[config.mk]
export PLATFORM = sky130hd
export DESIGN_NAME = dda_line_rasterizer
export DESIGN_NICKNAME = d
export VERILOG_FILES = /design/src/hdl/dda_pkg.sv /design/src/hdl/dda_line_rasterizer.sv /design/src/hdl/dda_fifo.sv /design/src/hdl/dda_front.sv /design/src/hdl/dda_back.sv
export SDC_FILE = /design/constraint.sdc
export NUM_CORES = 1
export LEC_CHECK = 0
export ABC_AREA = 1
export BUFFER_PORTS_ARGS = -buffer_cell sky130_fd_sc_hd__buf_2
export CAP_MARGIN = 40
export CORE_UTILIZATION = 63
export DETAILED_ROUTE_END_ITERATION = 10
export PLACE_DENSITY = 0.81
export SYNTH_ARGS = -nofsm -noshare
export SYNTH_HDL_FRONTEND = slang
export SYNTH_SLANG_ARGS = --single-unit
[constraint.sdc]
create_clock -name clk_i -period 4.1 [get_ports clk_i]
set_clock_uncertainty 0.2 [all_clocks]
set_input_delay 0.82 -clock clk_i [delete_from_list [all_inputs] [get_ports clk_i]]
set_output_delay 0.82 -clock clk_i [all_outputs]
set_load 0.01 [all_outputs]
[src/hdl/dda_pkg.sv]
package dda_pkg;

  localparam int COORD_BITS_DEF = 10;
  localparam int FRAC_BITS_DEF  = 16;
  localparam int QUEUE_DEPTH    = 2;

  typedef enum logic {
    FUNC_LOAD = 1'b0,
    FUNC_NEXT = 1'b1
  } func_e;

  typedef enum logic {
    BK_IDLE,
    BK_DIV
  } back_state_e;

endpackage

[src/hdl/dda_line_rasterizer.sv]
// DDA line generator. A load beat (func_i = 0) takes a start and end point and
// returns the start pixel; each following next beat (func_i = 1) returns the
// next pixel along the major axis, rounded half up, with last_pixel_o on the
// end point. A next beat with no segment running returns pixel_valid_o = 0.
// A next beat needs no divider work. A load returns its start pixel, then,
// unless the segment has zero length, the engine runs its bit-serial divider
// forming both slopes before it takes the next beat; a two-entry queue in
// front lets loads and next beats be posted meanwhile.
// Output results sit in a register, so a stalled result does not stop the
// front end from accepting beats until the queue fills.
module dda_line_rasterizer #(
  parameter int COORD_BITS = dda_pkg::COORD_BITS_DEF,
  parameter int FRAC_BITS  = dda_pkg::FRAC_BITS_DEF
) (
  input  logic                  clk_i,
  input  logic                  rst_ni,
  input  logic                  in_valid_i,
  output logic                  in_stall_o,
  input  logic                  func_i,
  input  logic [COORD_BITS-1:0] x_start_i,
  input  logic [COORD_BITS-1:0] y_start_i,
  input  logic [COORD_BITS-1:0] x_end_i,
  input  logic [COORD_BITS-1:0] y_end_i,
  output logic                  out_valid_o,
  input  logic                  out_stall_i,
  output logic [COORD_BITS-1:0] pixel_x_o,
  output logic [COORD_BITS-1:0] pixel_y_o,
  output logic                  last_pixel_o,
  output logic                  pixel_valid_o
);

  import dda_pkg::*;

  localparam int ENTRY_BITS = 5 * COORD_BITS + 3;

  logic                  q_push, q_full, q_pop, q_empty;
  logic [ENTRY_BITS-1:0] q_wdata, q_rdata;

  dda_front #(
    .COORD_BITS (COORD_BITS),
    .ENTRY_BITS (ENTRY_BITS)
  ) u_front (
    .in_valid_i (in_valid_i),
    .in_stall_o (in_stall_o),
    .func_i     (func_i),
    .x_start_i  (x_start_i),
    .y_start_i  (y_start_i),
    .x_end_i    (x_end_i),
    .y_end_i    (y_end_i),
    .push_o     (q_push),
    .entry_o    (q_wdata),
    .full_i     (q_full)
  );

  dda_fifo #(
    .WIDTH (ENTRY_BITS),
    .DEPTH (QUEUE_DEPTH)
  ) u_queue (
    .clk_i   (clk_i),
    .rst_ni  (rst_ni),
    .push_i  (q_push),
    .data_i  (q_wdata),
    .full_o  (q_full),
    .pop_i   (q_pop),
    .data_o  (q_rdata),
    .empty_o (q_empty)
  );

  dda_back #(
    .COORD_BITS (COORD_BITS),
    .FRAC_BITS  (FRAC_BITS),
    .ENTRY_BITS (ENTRY_BITS)
  ) u_back (
    .clk_i         (clk_i),
    .rst_ni        (rst_ni),
    .entry_i       (q_rdata),
    .empty_i       (q_empty),
    .pop_o         (q_pop),
    .out_valid_o   (out_valid_o),
    .out_stall_i   (out_stall_i),
    .pixel_x_o     (pixel_x_o),
    .pixel_y_o     (pixel_y_o),
    .last_pixel_o  (last_pixel_o),
    .pixel_valid_o (pixel_valid_o)
  );

  a_pop_nonempty: assert property (@(posedge clk_i) disable iff (!rst_ni)
    q_pop |-> !q_empty)
    else $error("queue popped while empty");

  a_no_pop_on_stall: assert property (@(posedge clk_i) disable iff (!rst_ni)
    (out_valid_o && out_stall_i) |-> !q_pop)
    else $error("result overwritten while stalled");

  a_full_stalls: assert property (@(posedge clk_i) disable iff (!rst_ni)
    q_full |-> in_stall_o)
    else $error("input taken with queue full");

  a_pop_gives_beat: assert property (@(posedge clk_i) disable iff (!rst_ni)
    q_pop |=> out_valid_o)
    else $error("popped command produced no result");

endmodule

[src/hdl/dda_fifo.sv]
module dda_fifo #(
  parameter int WIDTH = 8,
  parameter int DEPTH = 2
) (
  input  logic             clk_i,
  input  logic             rst_ni,
  input  logic             push_i,
  input  logic [WIDTH-1:0] data_i,
  output logic             full_o,
  input  logic             pop_i,
  output logic [WIDTH-1:0] data_o,
  output logic             empty_o
);

  localparam int PW = (DEPTH > 1) ? $clog2(DEPTH) : 1;
  localparam int CW = $clog2(DEPTH + 1);

  logic [WIDTH-1:0] mem_q [DEPTH];
  logic [PW-1:0]    wptr_q, wptr_d;
  logic [PW-1:0]    rptr_q, rptr_d;
  logic [CW-1:0]    cnt_q, cnt_d;

  function automatic logic [PW-1:0] ptr_inc(input logic [PW-1:0] p);
    logic [PW-1:0] r;
    if (p == PW'(DEPTH - 1)) begin
      r = '0;
    end else begin
      r = p + PW'(1);
    end
    return r;
  endfunction

  assign full_o  = (cnt_q == CW'(DEPTH));
  assign empty_o = (cnt_q == '0);
  assign data_o  = mem_q[rptr_q];

  always_comb begin
    wptr_d = push_i ? ptr_inc(wptr_q) : wptr_q;
    rptr_d = pop_i ? ptr_inc(rptr_q) : rptr_q;
    cnt_d  = cnt_q;
    if (push_i && !pop_i) begin
      cnt_d = cnt_q + CW'(1);
    end else if (pop_i && !push_i) begin
      cnt_d = cnt_q - CW'(1);
    end
  end

  always_ff @(posedge clk_i or negedge rst_ni) begin
    if (!rst_ni) begin
      wptr_q <= '0;
      rptr_q <= '0;
      cnt_q  <= '0;
    end else begin
      wptr_q <= wptr_d;
      rptr_q <= rptr_d;
      cnt_q  <= cnt_d;
    end
  end

  always_ff @(posedge clk_i) begin
    if (push_i) begin
      mem_q[wptr_q] <= data_i;
    end
  end

endmodule

[src/hdl/dda_front.sv]
module dda_front #(
  parameter int COORD_BITS = dda_pkg::COORD_BITS_DEF,
  parameter int ENTRY_BITS = 5 * COORD_BITS + 3
) (
  input  logic                  in_valid_i,
  output logic                  in_stall_o,
  input  logic                  func_i,
  input  logic [COORD_BITS-1:0] x_start_i,
  input  logic [COORD_BITS-1:0] y_start_i,
  input  logic [COORD_BITS-1:0] x_end_i,
  input  logic [COORD_BITS-1:0] y_end_i,
  output logic                  push_o,
  output logic [ENTRY_BITS-1:0] entry_o,
  input  logic                  full_i
);

  import dda_pkg::*;

  logic [COORD_BITS-1:0] adx, ady, step;
  logic                  x_neg, y_neg;

  // classify the segment: magnitudes, directions and the major-axis length
  always_comb begin
    x_neg = (x_end_i < x_start_i);
    y_neg = (y_end_i < y_start_i);
    adx   = x_neg ? (x_start_i - x_end_i) : (x_end_i - x_start_i);
    ady   = y_neg ? (y_start_i - y_end_i) : (y_end_i - y_start_i);
    step  = (adx > ady) ? adx : ady;
  end

  assign in_stall_o = full_i;
  assign push_o     = in_valid_i && !full_i;
  assign entry_o    = {func_i, x_start_i, y_start_i, adx, ady, step, x_neg, y_neg};

endmodule

[src/hdl/dda_back.sv]
module dda_back #(
  parameter int COORD_BITS = dda_pkg::COORD_BITS_DEF,
  parameter int FRAC_BITS  = dda_pkg::FRAC_BITS_DEF,
  parameter int ENTRY_BITS = 5 * COORD_BITS + 3
) (
  input  logic                  clk_i,
  input  logic                  rst_ni,
  input  logic [ENTRY_BITS-1:0] entry_i,
  input  logic                  empty_i,
  output logic                  pop_o,
  output logic                  out_valid_o,
  input  logic                  out_stall_i,
  output logic [COORD_BITS-1:0] pixel_x_o,
  output logic [COORD_BITS-1:0] pixel_y_o,
  output logic                  last_pixel_o,
  output logic                  pixel_valid_o
);

  import dda_pkg::*;

  localparam int ACC_BITS = COORD_BITS + FRAC_BITS;
  localparam int REM_BITS = COORD_BITS + 1;
  localparam int QUO_BITS = FRAC_BITS + 1;
  localparam int CNT_BITS = $clog2(FRAC_BITS + 1);
  // accumulators carry a half-LSB bias so the integer bits are already rounded
  localparam logic [FRAC_BITS-1:0] HALF = {1'b1, {(FRAC_BITS - 1){1'b0}}};

  logic                  e_func;
  logic [COORD_BITS-1:0] e_xs, e_ys, e_adx, e_ady, e_step;
  logic                  e_xneg, e_yneg;

  back_state_e           st_q, st_d;
  logic [ACC_BITS-1:0]   acc_x_q, acc_y_q, inc_x_q, inc_y_q;
  logic [ACC_BITS-1:0]   acc_x_nx, acc_y_nx, inc_x_fin, inc_y_fin;
  logic [COORD_BITS-1:0] left_q, dsr_q;
  logic                  active_q, neg_x_q, neg_y_q;
  logic [REM_BITS-1:0]   rem_x_q, rem_y_q, sub_x, sub_y;
  logic [QUO_BITS-1:0]   quo_x_q, quo_y_q, quo_x_d, quo_y_d;
  logic [CNT_BITS-1:0]   cnt_q;
  logic                  ge_x, ge_y;

  logic                  out_vld_q, last_q, pv_q;
  logic [COORD_BITS-1:0] px_q, py_q;

  logic out_free, is_load, is_zero, div_done;

  assign {e_func, e_xs, e_ys, e_adx, e_ady, e_step, e_xneg, e_yneg} = entry_i;

  assign out_free = !out_vld_q || !out_stall_i;
  assign is_load  = (func_e'(e_func) == FUNC_LOAD);
  assign is_zero  = (e_step == '0);
  assign div_done = (cnt_q == '0);

  // next state
  always_comb begin
    st_d = st_q;
    case (st_q)
      BK_IDLE: begin
        if (pop_o && is_load && !is_zero) begin
          st_d = BK_DIV;
        end
      end
      BK_DIV: begin
        if (div_done) begin
          st_d = BK_IDLE;
        end
      end
      default: st_d = BK_IDLE;
    endcase
  end

  // outputs
  always_comb begin
    pop_o = 1'b0;
    case (st_q)
      BK_IDLE: pop_o = !empty_i && out_free;
      BK_DIV:  pop_o = 1'b0;
      default: pop_o = 1'b0;
    endcase
  end

  // one restoring-division bit per cycle for each axis, shared divisor
  always_comb begin
    ge_x      = (rem_x_q >= {1'b0, dsr_q});
    ge_y      = (rem_y_q >= {1'b0, dsr_q});
    sub_x     = ge_x ? (rem_x_q - {1'b0, dsr_q}) : rem_x_q;
    sub_y     = ge_y ? (rem_y_q - {1'b0, dsr_q}) : rem_y_q;
    quo_x_d   = {quo_x_q[QUO_BITS-2:0], ge_x};
    quo_y_d   = {quo_y_q[QUO_BITS-2:0], ge_y};
    inc_x_fin = neg_x_q ? (ACC_BITS'(0) - ACC_BITS'(quo_x_d)) : ACC_BITS'(quo_x_d);
    inc_y_fin = neg_y_q ? (ACC_BITS'(0) - ACC_BITS'(quo_y_d)) : ACC_BITS'(quo_y_d);
    acc_x_nx  = acc_x_q + inc_x_q;
    acc_y_nx  = acc_y_q + inc_y_q;
  end

  always_ff @(posedge clk_i or negedge rst_ni) begin
    if (!rst_ni) begin
      st_q      <= BK_IDLE;
      active_q  <= 1'b0;
      out_vld_q <= 1'b0;
      left_q    <= '0;
      cnt_q     <= '0;
    end else begin
      st_q <= st_d;
      if (pop_o) begin
        out_vld_q <= 1'b1;
      end else if (!out_stall_i) begin
        out_vld_q <= 1'b0;
      end
      if (pop_o && is_load) begin
        active_q <= !is_zero;
        left_q   <= e_step;
        cnt_q    <= CNT_BITS'(FRAC_BITS);
      end else if (pop_o && active_q) begin
        active_q <= (left_q != COORD_BITS'(1));
        left_q   <= left_q - COORD_BITS'(1);
      end else if (st_q == BK_DIV) begin
        cnt_q <= cnt_q - CNT_BITS'(1);
      end
    end
  end

  always_ff @(posedge clk_i or negedge rst_ni) begin
    if (!rst_ni) begin
      acc_x_q <= '0;
      acc_y_q <= '0;
      inc_x_q <= '0;
      inc_y_q <= '0;
    end else if (pop_o && is_load) begin
      acc_x_q <= {e_xs, HALF};
      acc_y_q <= {e_ys, HALF};
      inc_x_q <= '0;
      inc_y_q <= '0;
    end else if (pop_o && active_q) begin
      acc_x_q <= acc_x_nx;
      acc_y_q <= acc_y_nx;
    end else if ((st_q == BK_DIV) && div_done) begin
      inc_x_q <= inc_x_fin;
      inc_y_q <= inc_y_fin;
    end
  end

  always_ff @(posedge clk_i) begin
    if (pop_o && is_load) begin
      dsr_q   <= e_step;
      rem_x_q <= {1'b0, e_adx};
      rem_y_q <= {1'b0, e_ady};
      neg_x_q <= e_xneg;
      neg_y_q <= e_yneg;
      quo_x_q <= '0;
      quo_y_q <= '0;
    end else if (st_q == BK_DIV) begin
      rem_x_q <= {sub_x[REM_BITS-2:0], 1'b0};
      rem_y_q <= {sub_y[REM_BITS-2:0], 1'b0};
      quo_x_q <= quo_x_d;
      quo_y_q <= quo_y_d;
    end
  end

  always_ff @(posedge clk_i) begin
    if (pop_o) begin
      if (is_load) begin
        px_q   <= e_xs;
        py_q   <= e_ys;
        last_q <= is_zero;
        pv_q   <= 1'b1;
      end else if (active_q) begin
        px_q   <= acc_x_nx[ACC_BITS-1:FRAC_BITS];
        py_q   <= acc_y_nx[ACC_BITS-1:FRAC_BITS];
        last_q <= (left_q == COORD_BITS'(1));
        pv_q   <= 1'b1;
      end else begin
        px_q   <= '0;
        py_q   <= '0;
        last_q <= 1'b0;
        pv_q   <= 1'b0;
      end
    end
  end

  assign out_valid_o   = out_vld_q;
  assign pixel_x_o     = px_q;
  assign pixel_y_o     = py_q;
  assign last_pixel_o  = last_q;
  assign pixel_valid_o = pv_q;

endmodule
==> flow_metrics.tcl, run 1 <==
set metrics [dict create \
    fin_tns_setup_ns 0 \
    hold_class "in -> async" \
    start_util 0.644 \
    placedCellCount 2734 \
    grt_pass1_wl_mm 77.6 \
    antennaDiodeCount 0 \
    antenna_found_initial 1 \
    postRouteAntennaNets 0 \
    drt-initial-drc-count 1149 \
    io_buffers 68 \
    grt_pass1_vias 15800 \
    synth_area_sq_mm 0.0186 \
    dieHeight_um 174 \
    postSynth.asyncResetShare 0.362 \
    synth_seq_cells 304 \
    regToRegEndpoint "u_back.inc_x_q[16]" \
    outcome "completed" \
    die_w_um 174 \
    path_class "in -> reg" \
    cts-root-buf "clkbuf_16" \
    cp.arrival_ns 3.80 \
    vias_per_cell 5.75 \
    postSynthAreaPerCell_sq_um 8.13 \
    drtPass1Iterations 6 \
    final-hold-violation-count 0 \
    timing.hold.ws_ns 0.0795 \
    period_needed_ns 3.76 \
    cts_buffers 34 \
    max_freq_mhz 266 \
    worst_setup_path_end_kind "flop" \
    core_area_sq_mm 0.0289 \
    postCtsSetupBuffers 0 \
    ys.flop_type "edfxtp_1" \
    grtUsageTotal 0.323 \
    internal_power_mw 8.96 \
    final_common_cell "nand2_1" \
    drc_errors 0 \
    r2r_slack_ns 0.58 \
    clk_latency_ns 0.54 \
    power_frac_comb 0.472 \
    pwr-share-seq 0.339 \
    ys_seq_area_frac 0.442 \
    vias 16100 \
    reg2reg_from "u_back.rem_x_q[2]" \
    syn2layout_area_growth_pct 10.8 \
    rsz0062_at_grt "no" \
    cts-resized-gates 0 \
    design_area_sq_mm 0.0207 \
    max-vdd-ir-drop_v 0.000537 \
    grt_overflow 0 \
    drive_gt1_frac 0.0842 \
    syn-num-nets 2471 \
    p_sw_mw 6.87 \
    num_rows 62 \
    worst_pin_slew_ns 0.797 \
    power_density_mw_per_mm2 766 \
    ios 69 \
    ys_warn_count 0 \
    start_kind "input pin" \
    clkTransAtPathRegs_ns 0.06 \
    relSlewSlack 0.469 \
    period_share 0.917 \
    cts_buffer_depth 3 \
    maxSlewViolCount 0 \
    drv_cap 0 \
    fin_cells 2796 \
    cts_hold_buf 0 \
    finalSetupViolations 0 \
    totalWireLength_mm 48.4 \
    ff2ff_path_depth 18 \
    grt_max_degree 64 \
    power.leakage_nw 10.0 \
    cts_tree "built" \
    routedWlPerCell_um 17.3 \
    swShare 0.434 \
    crit_end "u_queue.mem_q[1][5]" \
    final_cell_mix "nand2_1, inv_1, edfxtp_1" \
    fill_cells 2230 \
    power_frac_clock 0.188 \
    dp_hpwl_mm 35.7 \
    synth-edff-count 160 \
    clkSinkCount 304 \
    place.gp.congestion 0.954 \
    cp_max_fo 11 \
    die_area_sq_mm 0.0303 \
    num-nets-final 2564 \
    place_area_sq_mm 0.0196 \
    timing.critical_path.from "x_end_i[0]" \
    ys_types 50 \
    cp.required_ns 4.14 \
    htreeDepth 2 \
    netlist_instances 2293 \
    fin_util 0.714 \
]
Yosys cell counts, types with 3 or more instances:
cell type  instances  area, sq um
a21o_1             5         37.5
a21oi_1          122          611
a22o_1            22          193
a31oi_1            8         50.1
a32o_1             3         30.0
buf_2             26          130
buf_4              3         22.5
buf_6              6         67.6
clkbuf_1          24         90.1
dfrtp_1          110         2750
dfxtp_1           34          681
edfxtp_1         160         4800
fa_1               8          160
ha_1             125         1560
inv_1            274         1030
inv_2             10         37.5
mux2i_1           12          120
nand2_1          684         2570
nand3_1          134          671
nand3b_1           5         37.5
nand4_1           24          150
nor2_1           130          488
nor3_1            23          115
nor4_1             8         50.1
o211ai_1          20          150
o21a_1             3         22.5
o21ai_0          128          641
o21ai_1           23          115
o21bai_1          11         82.6
o221ai_1           7         61.3
o22ai_1           38          238
or2_2             10         62.6
xnor2_1           17          149
xor2_1            51          447
state kept, by name, summed over array words and instances (netlist names), 2 cells and up:
name and flops:
u_queue.mem_q 106, u_back.acc_x_q 26, u_back.acc_y_q 26, u_back.inc_x_q 18, u_back.inc_y_q 18, u_back.quo_x_q 16
u_back.quo_y_q 16, u_back.rem_x_q 11, u_back.rem_y_q 11, u_back.dsr_q 10, u_back.left_q 10, u_back.pixel_x_o 10
u_back.pixel_y_o 10, u_back.cnt_q 5, u_queue.cnt_q 2
routing by layer:
layer	share of wire	GRT usage
met1	0.40	0.391
met2	0.51	0.586
met3	0.044	0.0313
met4	0.040	0.139
met5	0.00025	0
critical path, cell delays in order:
cell and delay (ns):
buf_2 0.12, inv_1 0.05, ha_1 0.18, inv_1 0.08
fa_1 0.47, nand3_1 0.15, nand3_2 0.14, inv_2 0.19
o21ai_0 0.11, nand2_1 0.13, inv_1 0.09, ha_1 0.28
nand2_1 0.05, nor2_1 0.15, o211ai_1 0.12, nand3_1 0.08
o21ai_1 0.09, inv_1 0.30, o21ai_0 0.21
area by class of cell:
type | instances | area (sq um) | share of cell area
clock buffer | 48 | 913 | 0.0442
clock inverter | 14 | 175 | 0.00848
inverter | 284 | 1070 | 0.0516
multi-input combinational | 1645 | 9050 | 0.438
sequential | 304 | 8240 | 0.399
tap | 384 | 480 | 0.0232
timing repair buffer | 117 | 743 | 0.0360
worst min-delay path by stage:
| stage | start | end | slack (ns) | cells after the start |
|---|---|---|---|---|
| after floorplan | u_back.cnt_q[0] | u_back.cnt_q[0] | 0.25 | 1 |
| after global placement | u_back.acc_x_q[14] | u_back.acc_x_q[14] | 0.27 | 2 |
| after detailed placement | u_back.acc_x_q[14] | u_back.acc_x_q[14] | 0.27 | 2 |
| after CTS | rst_ni | u_back.inc_y_q[7] | 0.08 | 2 |
| after global routing | rst_ni | u_back.inc_y_q[5] | 0.1 | 2 |
| final | rst_ni | u_back.inc_y_q[7] | 0.08 | 2 |
power by group through the flow:
stage | Sequential, mW | Clock, mW | Combinational [mW]
floorplan | 5.21 | 0 | 5.50
global placement | 5.35 | 0 | 7.12
detailed placement | 5.39 | 0 | 7.37
CTS | 5.35 | 3.01 | 7.42
global route | 5.47 | 3.12 | 8.39
finish | 5.37 | 2.98 | 7.47
cells by family after synthesis:
kind of cell | share of synthesized area
adders and majority gates | 0.0925
muxes | 0.00644
and+or+nand+nor | 0.226
DFF | 0.442
AOI/OAI and AO/OA | 0.127
buffers and inverters | 0.0740
xor gates and xnor gates | 0.0319
per-stage QoR:
stage | power [mW] | setup slack, ns
2_1_floorplan | 10.7 | 0.106
3_3_place_gp | 12.5 | 0.00855
3_5_place_dp | 12.8 | -0.0605
4_1_cts | 15.8 | 0.439
5_1_grt | 17.0 | 0.179
6_report | 15.8 | 0.341
Power figures use the tool's default switching activity.
==> run 2: changes to the inputs <==
--- a/config.mk
+++ b/config.mk
@@ -8,9 +8,10 @@
 export ABC_AREA = 1
 export BUFFER_PORTS_ARGS = -buffer_cell sky130_fd_sc_hd__buf_2
 export CAP_MARGIN = 40
+export CORE_MARGIN = 1.5
 export CORE_UTILIZATION = 63
 export DETAILED_ROUTE_END_ITERATION = 10
-export PLACE_DENSITY = 0.81
+export PLACE_DENSITY = 0.84
 export SYNTH_ARGS = -nofsm -noshare
 export SYNTH_HDL_FRONTEND = slang
 export SYNTH_SLANG_ARGS = --single-unit
==> flow_metrics.tcl, run 2 (synthesized netlist as in run 1, its figures left out) <==
set metrics [dict create \
    drt-initial-drc-count 1351 \
    drtPass1Iterations 8 \
    largest_reg_flops 106 \
    htreeDepth 2 \
    grt_overflow 0 \
    clkTransAtPathRegs_ns 0.06 \
    timing.critical_path.from "x_start_i[7]" \
    reg2reg_from "u_back.dsr_q[1]" \
    largest-register "u_queue.mem_q" \
    period_share 0.895 \
    maxSlewViolCount 0 \
    hold_class "in -> async" \
    postRouteAntennaNets 0 \
    cts-resized-gates 0 \
    clk_latency_ns 0.52 \
    ios 69 \
    final_cell_mix "nand2_1, inv_1, edfxtp_1" \
    cp.required_ns 4.14 \
    antennaDiodeCount 0 \
    start_util 0.644 \
    cts_buffers 35 \
    num_rows 62 \
    power.leakage_nw 10.1 \
    fill_cells 2207 \
    max_freq_mhz 273 \
    path_class "in -> reg" \
    dp_hpwl_mm 36.3 \
    power.total_mw 16.2 \
    vias_per_cell 5.87 \
    grt_pass1_vias 16500 \
    power_density_mw_per_mm2 778 \
    die_w_um 175 \
    place.gp.congestion 0.999 \
    cts_tree "built" \
    drive_gt1_frac 0.0904 \
    postCtsSetupBuffers 0 \
    period_needed_ns 3.67 \
    max-vdd-ir-drop_v 0.000499 \
    totalWireLength_mm 50.0 \
    rsz0062_at_grt "no" \
    grt_pass1_wl_mm 80.8 \
    pre_cts_slack_ns -0.0678 \
    finalSetupViolations 0 \
    fin_util 0.719 \
    reg_top3 "u_queue.mem_q x106, u_back.acc_x_q x26, u_back.acc_y_q x26" \
    die_area_sq_mm 0.0306 \
    outcome "completed" \
    layout_setup_ws_ns 0.431 \
    dieHeight_um 175 \
    vias 16500 \
    worst_setup_path_end_kind "flop" \
    ff2ff_path_depth 19 \
    routedWlPerCell_um 17.8 \
    relSlewSlack 0.464 \
    syn2layout_area_growth_pct 11.6 \
    cts-root-buf "clkbuf_16" \
    drv_cap 0 \
    worst_pin_slew_ns 0.804 \
    grtUsageTotal 0.330 \
    antenna_found_initial 0 \
    core_area_sq_mm 0.0289 \
    placedCellCount 2743 \
    final_common_cell "nand2_1" \
    num-nets-final 2574 \
    fin_cells 2807 \
    cts_buffer_depth 3 \
    io_buffers 68 \
    clkSinkCount 304 \
    cts_hold_buf 0 \
    cp_max_fo 11 \
    cp.arrival_ns 3.71 \
    final-hold-violation-count 0 \
    start_kind "input pin" \
    drc_errors 0 \
    grt_max_degree 62 \
]
-- run 2: changes by cell type in the layout (fill, tap and decap cells not counted), moves of 2 or more --
| cell | delta |
|---|---|
| clkinvlp_4 | -2 |
| clkbuf_16 | +3 |
| buf_4 | +11 |
| clkinv_2 | +2 |
| clkbuf_1 | -6 |
| clkbuf_8 | +4 |
-- run 2: area by class of cell --
cell class | instances | area [sq um] | share of cell area
sequential | 304 | 8240 | 0.396
multi-input combinational | 1645 | 9050 | 0.435
tap | 384 | 480 | 0.0231
clock inverter | 15 | 170 | 0.00818
timing repair buffer | 126 | 778 | 0.0374
clock buffer | 49 | 1020 | 0.0491
inverter | 284 | 1070 | 0.0512
-- run 2: final timing paths --
check / to / slack, ns
min in group clk_i: u_back.cnt_q[0] / 0.28
max: u_queue.mem_q[1][7] / 0.43
max reg2reg: u_back.inc_x_q[16] / 0.50
max in group asynchronous: u_back.acc_y_q[23] / 2.64
min reg2reg: u_back.cnt_q[0] / 0.28
min: u_back.inc_y_q[7] / 0.18
-- run 2: where the power goes --
part / switching (mW) / internal [mW]
clock: 1.27 / 1.94
sequential: 0.708 / 4.67
combinational: 5.02 / 2.58
-- run 2: routing by layer --
metal	vias up	global-route usage	wire, um	share of wire
li1	7903	-	-	-
met1	7780	0.394	19500	0.39
met2	606	0.594	25400	0.51
met3	177	0.0307	2540	0.051
met4	0	0.169	2620	0.052
met5	-	0	0	0
-- run 2: per-stage QoR --
stage	setup TNS (ns)	hold slack, ns	instance area (sq um)
floorplan	0	0.247	18600
finish	0	0.183	20800
global placement	0	0.265	19600
global route	0	0.243	20800
CTS	0	0.216	20800
detailed placement	-0.342	0.273	19600
-- run 2: worst max-delay path, cell delays in order --
cell and delay (ns):
buf_2 0.12, inv_1 0.05, ha_1 0.38, inv_1 0.14
o21ai_0 0.13, a31oi_1 0.23, nand3_2 0.11, inv_2 0.17
o21ai_0 0.12, nand2_1 0.11, inv_1 0.08, ha_1 0.28
nand2_1 0.05, nor2_1 0.15, o211ai_1 0.12, nand3_1 0.08
o21ai_1 0.08, inv_1 0.29, o21ai_0 0.19
==> run 3: changes to the inputs <==
==> constraint.sdc (replaced) <==
create_clock -name clk_i -period 4.1 [get_ports clk_i]
set_clock_uncertainty 0.2 [all_clocks]
set_input_delay 0.615 -clock clk_i [delete_from_list [all_inputs] [get_ports clk_i]]
set_output_delay 0.615 -clock clk_i [all_outputs]
set_load 0.01 [all_outputs]
==> flow_metrics.tcl, run 3 (synthesized netlist as in run 1, its figures left out) <==
set metrics [dict create \
    grt_pass1_vias 16200 \
    power.leakage_nw 9.93 \
    grtUsageTotal 0.321 \
    outcome "completed" \
    largest-register "u_queue.mem_q" \
    syn2layout_area_growth_pct 9.84 \
    drv_cap 0 \
    period_needed_ns 3.57 \
    totalWireLength_mm 48.6 \
    cts_tree "built" \
    drtPass1Iterations 5 \
    cts_buffers 34 \
    path_class "reg -> reg" \
    fin_util 0.708 \
    clkTransAtPathRegs_ns 0.06 \
    worst_setup_path_end_kind "flop" \
    cts_buffer_depth 3 \
    drive_gt1_frac 0.0745 \
    start_kind "flop" \
    rsz0062_at_grt "no" \
    reg_top3 "u_queue.mem_q x106, u_back.acc_x_q x26, u_back.acc_y_q x26" \
    final_common_cell "nand2_1" \
    drt-initial-drc-count 1168 \
    pre_cts_slack_ns 0.0198 \
    hold_class "in -> reg" \
    clkSinkCount 304 \
    vias 16100 \
    die_area_sq_mm 0.0306 \
    power_density_mw_per_mm2 771 \
    grt_overflow 0 \
    max_freq_mhz 280 \
    vias_per_cell 5.82 \
    ios 69 \
    die_w_um 175 \
    io_buffers 68 \
    clk_latency_ns 0.53 \
    num-nets-final 2542 \
    cts-root-buf "clkbuf_16" \
    max-vdd-ir-drop_v 0.000473 \
    dp_hpwl_mm 35.1 \
    drc_errors 0 \
    grt_pass1_wl_mm 78.7 \
    htreeDepth 2 \
    layout_setup_ws_ns 0.526 \
    worst_pin_slew_ns 0.846 \
    cp.required_ns 4.29 \
    postRouteAntennaNets 0 \
    place.gp.congestion 0.966 \
    period_share 0.872 \
    fin_tns_setup_ns 0 \
    num_rows 62 \
    cp_max_fo 5 \
    cp.arrival_ns 3.77 \
    routedWlPerCell_um 17.5 \
    antenna_found_initial 2 \
    grt_max_degree 65 \
    start_util 0.644 \
    postCtsSetupBuffers 0 \
    final-hold-violation-count 0 \
    final_cell_mix "nand2_1, inv_1, edfxtp_1" \
    core_area_sq_mm 0.0289 \
    finalSetupViolations 0 \
    maxSlewViolCount 0 \
    largest_reg_flops 106 \
    dieHeight_um 175 \
    fill_cells 2286 \
    relSlewSlack 0.435 \
]
-- run 3: changes by cell type in the layout (fill, tap and decap cells not counted), sizes merged --
cell,before,now
diode,0,1
clkinv,10,9
buf,126,94
bufinv,3,1
clkbuf,49,50
dlygate4sd3,0,1
inv,286,284
-- run 3: stage by stage --
stage          cells  area, sq um  power, mW  hold WS, ns
4_1_cts         2772        20500       15.7       0.0894
3_5_place_dp    2711        19400       12.7        0.273
2_1_floorplan   2293        18600       10.7        0.119
6_report        2773        20500       15.8       0.0949
3_3_place_gp    2710        19400       12.4        0.266
5_1_grt         2773        20500       17.0       0.0987
-- run 3: critical path, cell delays in order, from the launching register on --
cell and delay (ns):
edfxtp_1 0.37, inv_1 0.12, ha_1 0.29, nand2_1 0.09
nand2_1 0.08, nand2_1 0.08, nand2_1 0.06, nor2_1 0.36
nand2_1 0.15, inv_1 0.15, ha_1 0.16, inv_1 0.05
nor3_1 0.19, nand3_1 0.11, nand2_1 0.16, nand2_1 0.14
nor2_1 0.16, o21ai_0 0.13, o21ai_0 0.30, nand2_1 0.09
-- run 3: path summary, 6_finish.rpt --
check | start | endpoint | slack (ns) | depth (start not counted)
max reg2reg | u_back.dsr_q[8] | u_back.inc_x_q[16] | 0.53 | 19
max | u_back.dsr_q[8] | u_back.inc_x_q[16] | 0.53 | 19
min | func_i | u_queue.mem_q[0][52] | 0.09 | 1
min reg2reg | u_back.acc_y_q[9] | u_back.acc_y_q[9] | 0.29 | 2
max in group asynchronous | rst_ni | u_back.left_q[3] | 2.70 | 4
min in group asynchronous | rst_ni | u_back.inc_y_q[9] | 0.42 | 3
-- run 3: routing by layer --
metal	wire [um]	global-route usage	part of all wire	vias to the layer above
met5	0	0	0	-
met4	2190	0.150	0.045	0
met3	2560	0.0374	0.053	151
met2	24600	0.578	0.51	557
met1	19300	0.383	0.40	7616
li1	-	-	-	7825
-- run 3: repair_timing --
item,in CTS,in global routing
resized for setup,0,0
endpoints found under the hold margin,61,0
hold buffers,1,0
-- run 3: where the power goes --
group          internal [mW]  switching, mW  total [mW]
registers               4.67          0.708        5.38
clock network           1.73           1.23        2.95
logic                   2.51           4.94        7.45
total                   8.91           6.87        15.8
-- run 3: cell type report --
type | instances | area, sq um | area share
sequential | 304 | 8240 | 0.402
clock inverter | 10 | 92.6 | 0.00452
clock buffer | 50 | 982 | 0.0480
antenna | 1 | 2.50 | 0.000122
multi-input combinational | 1645 | 9050 | 0.442
tap | 384 | 480 | 0.0235
inverter | 284 | 1070 | 0.0521
timing repair buffer | 95 | 568 | 0.0277
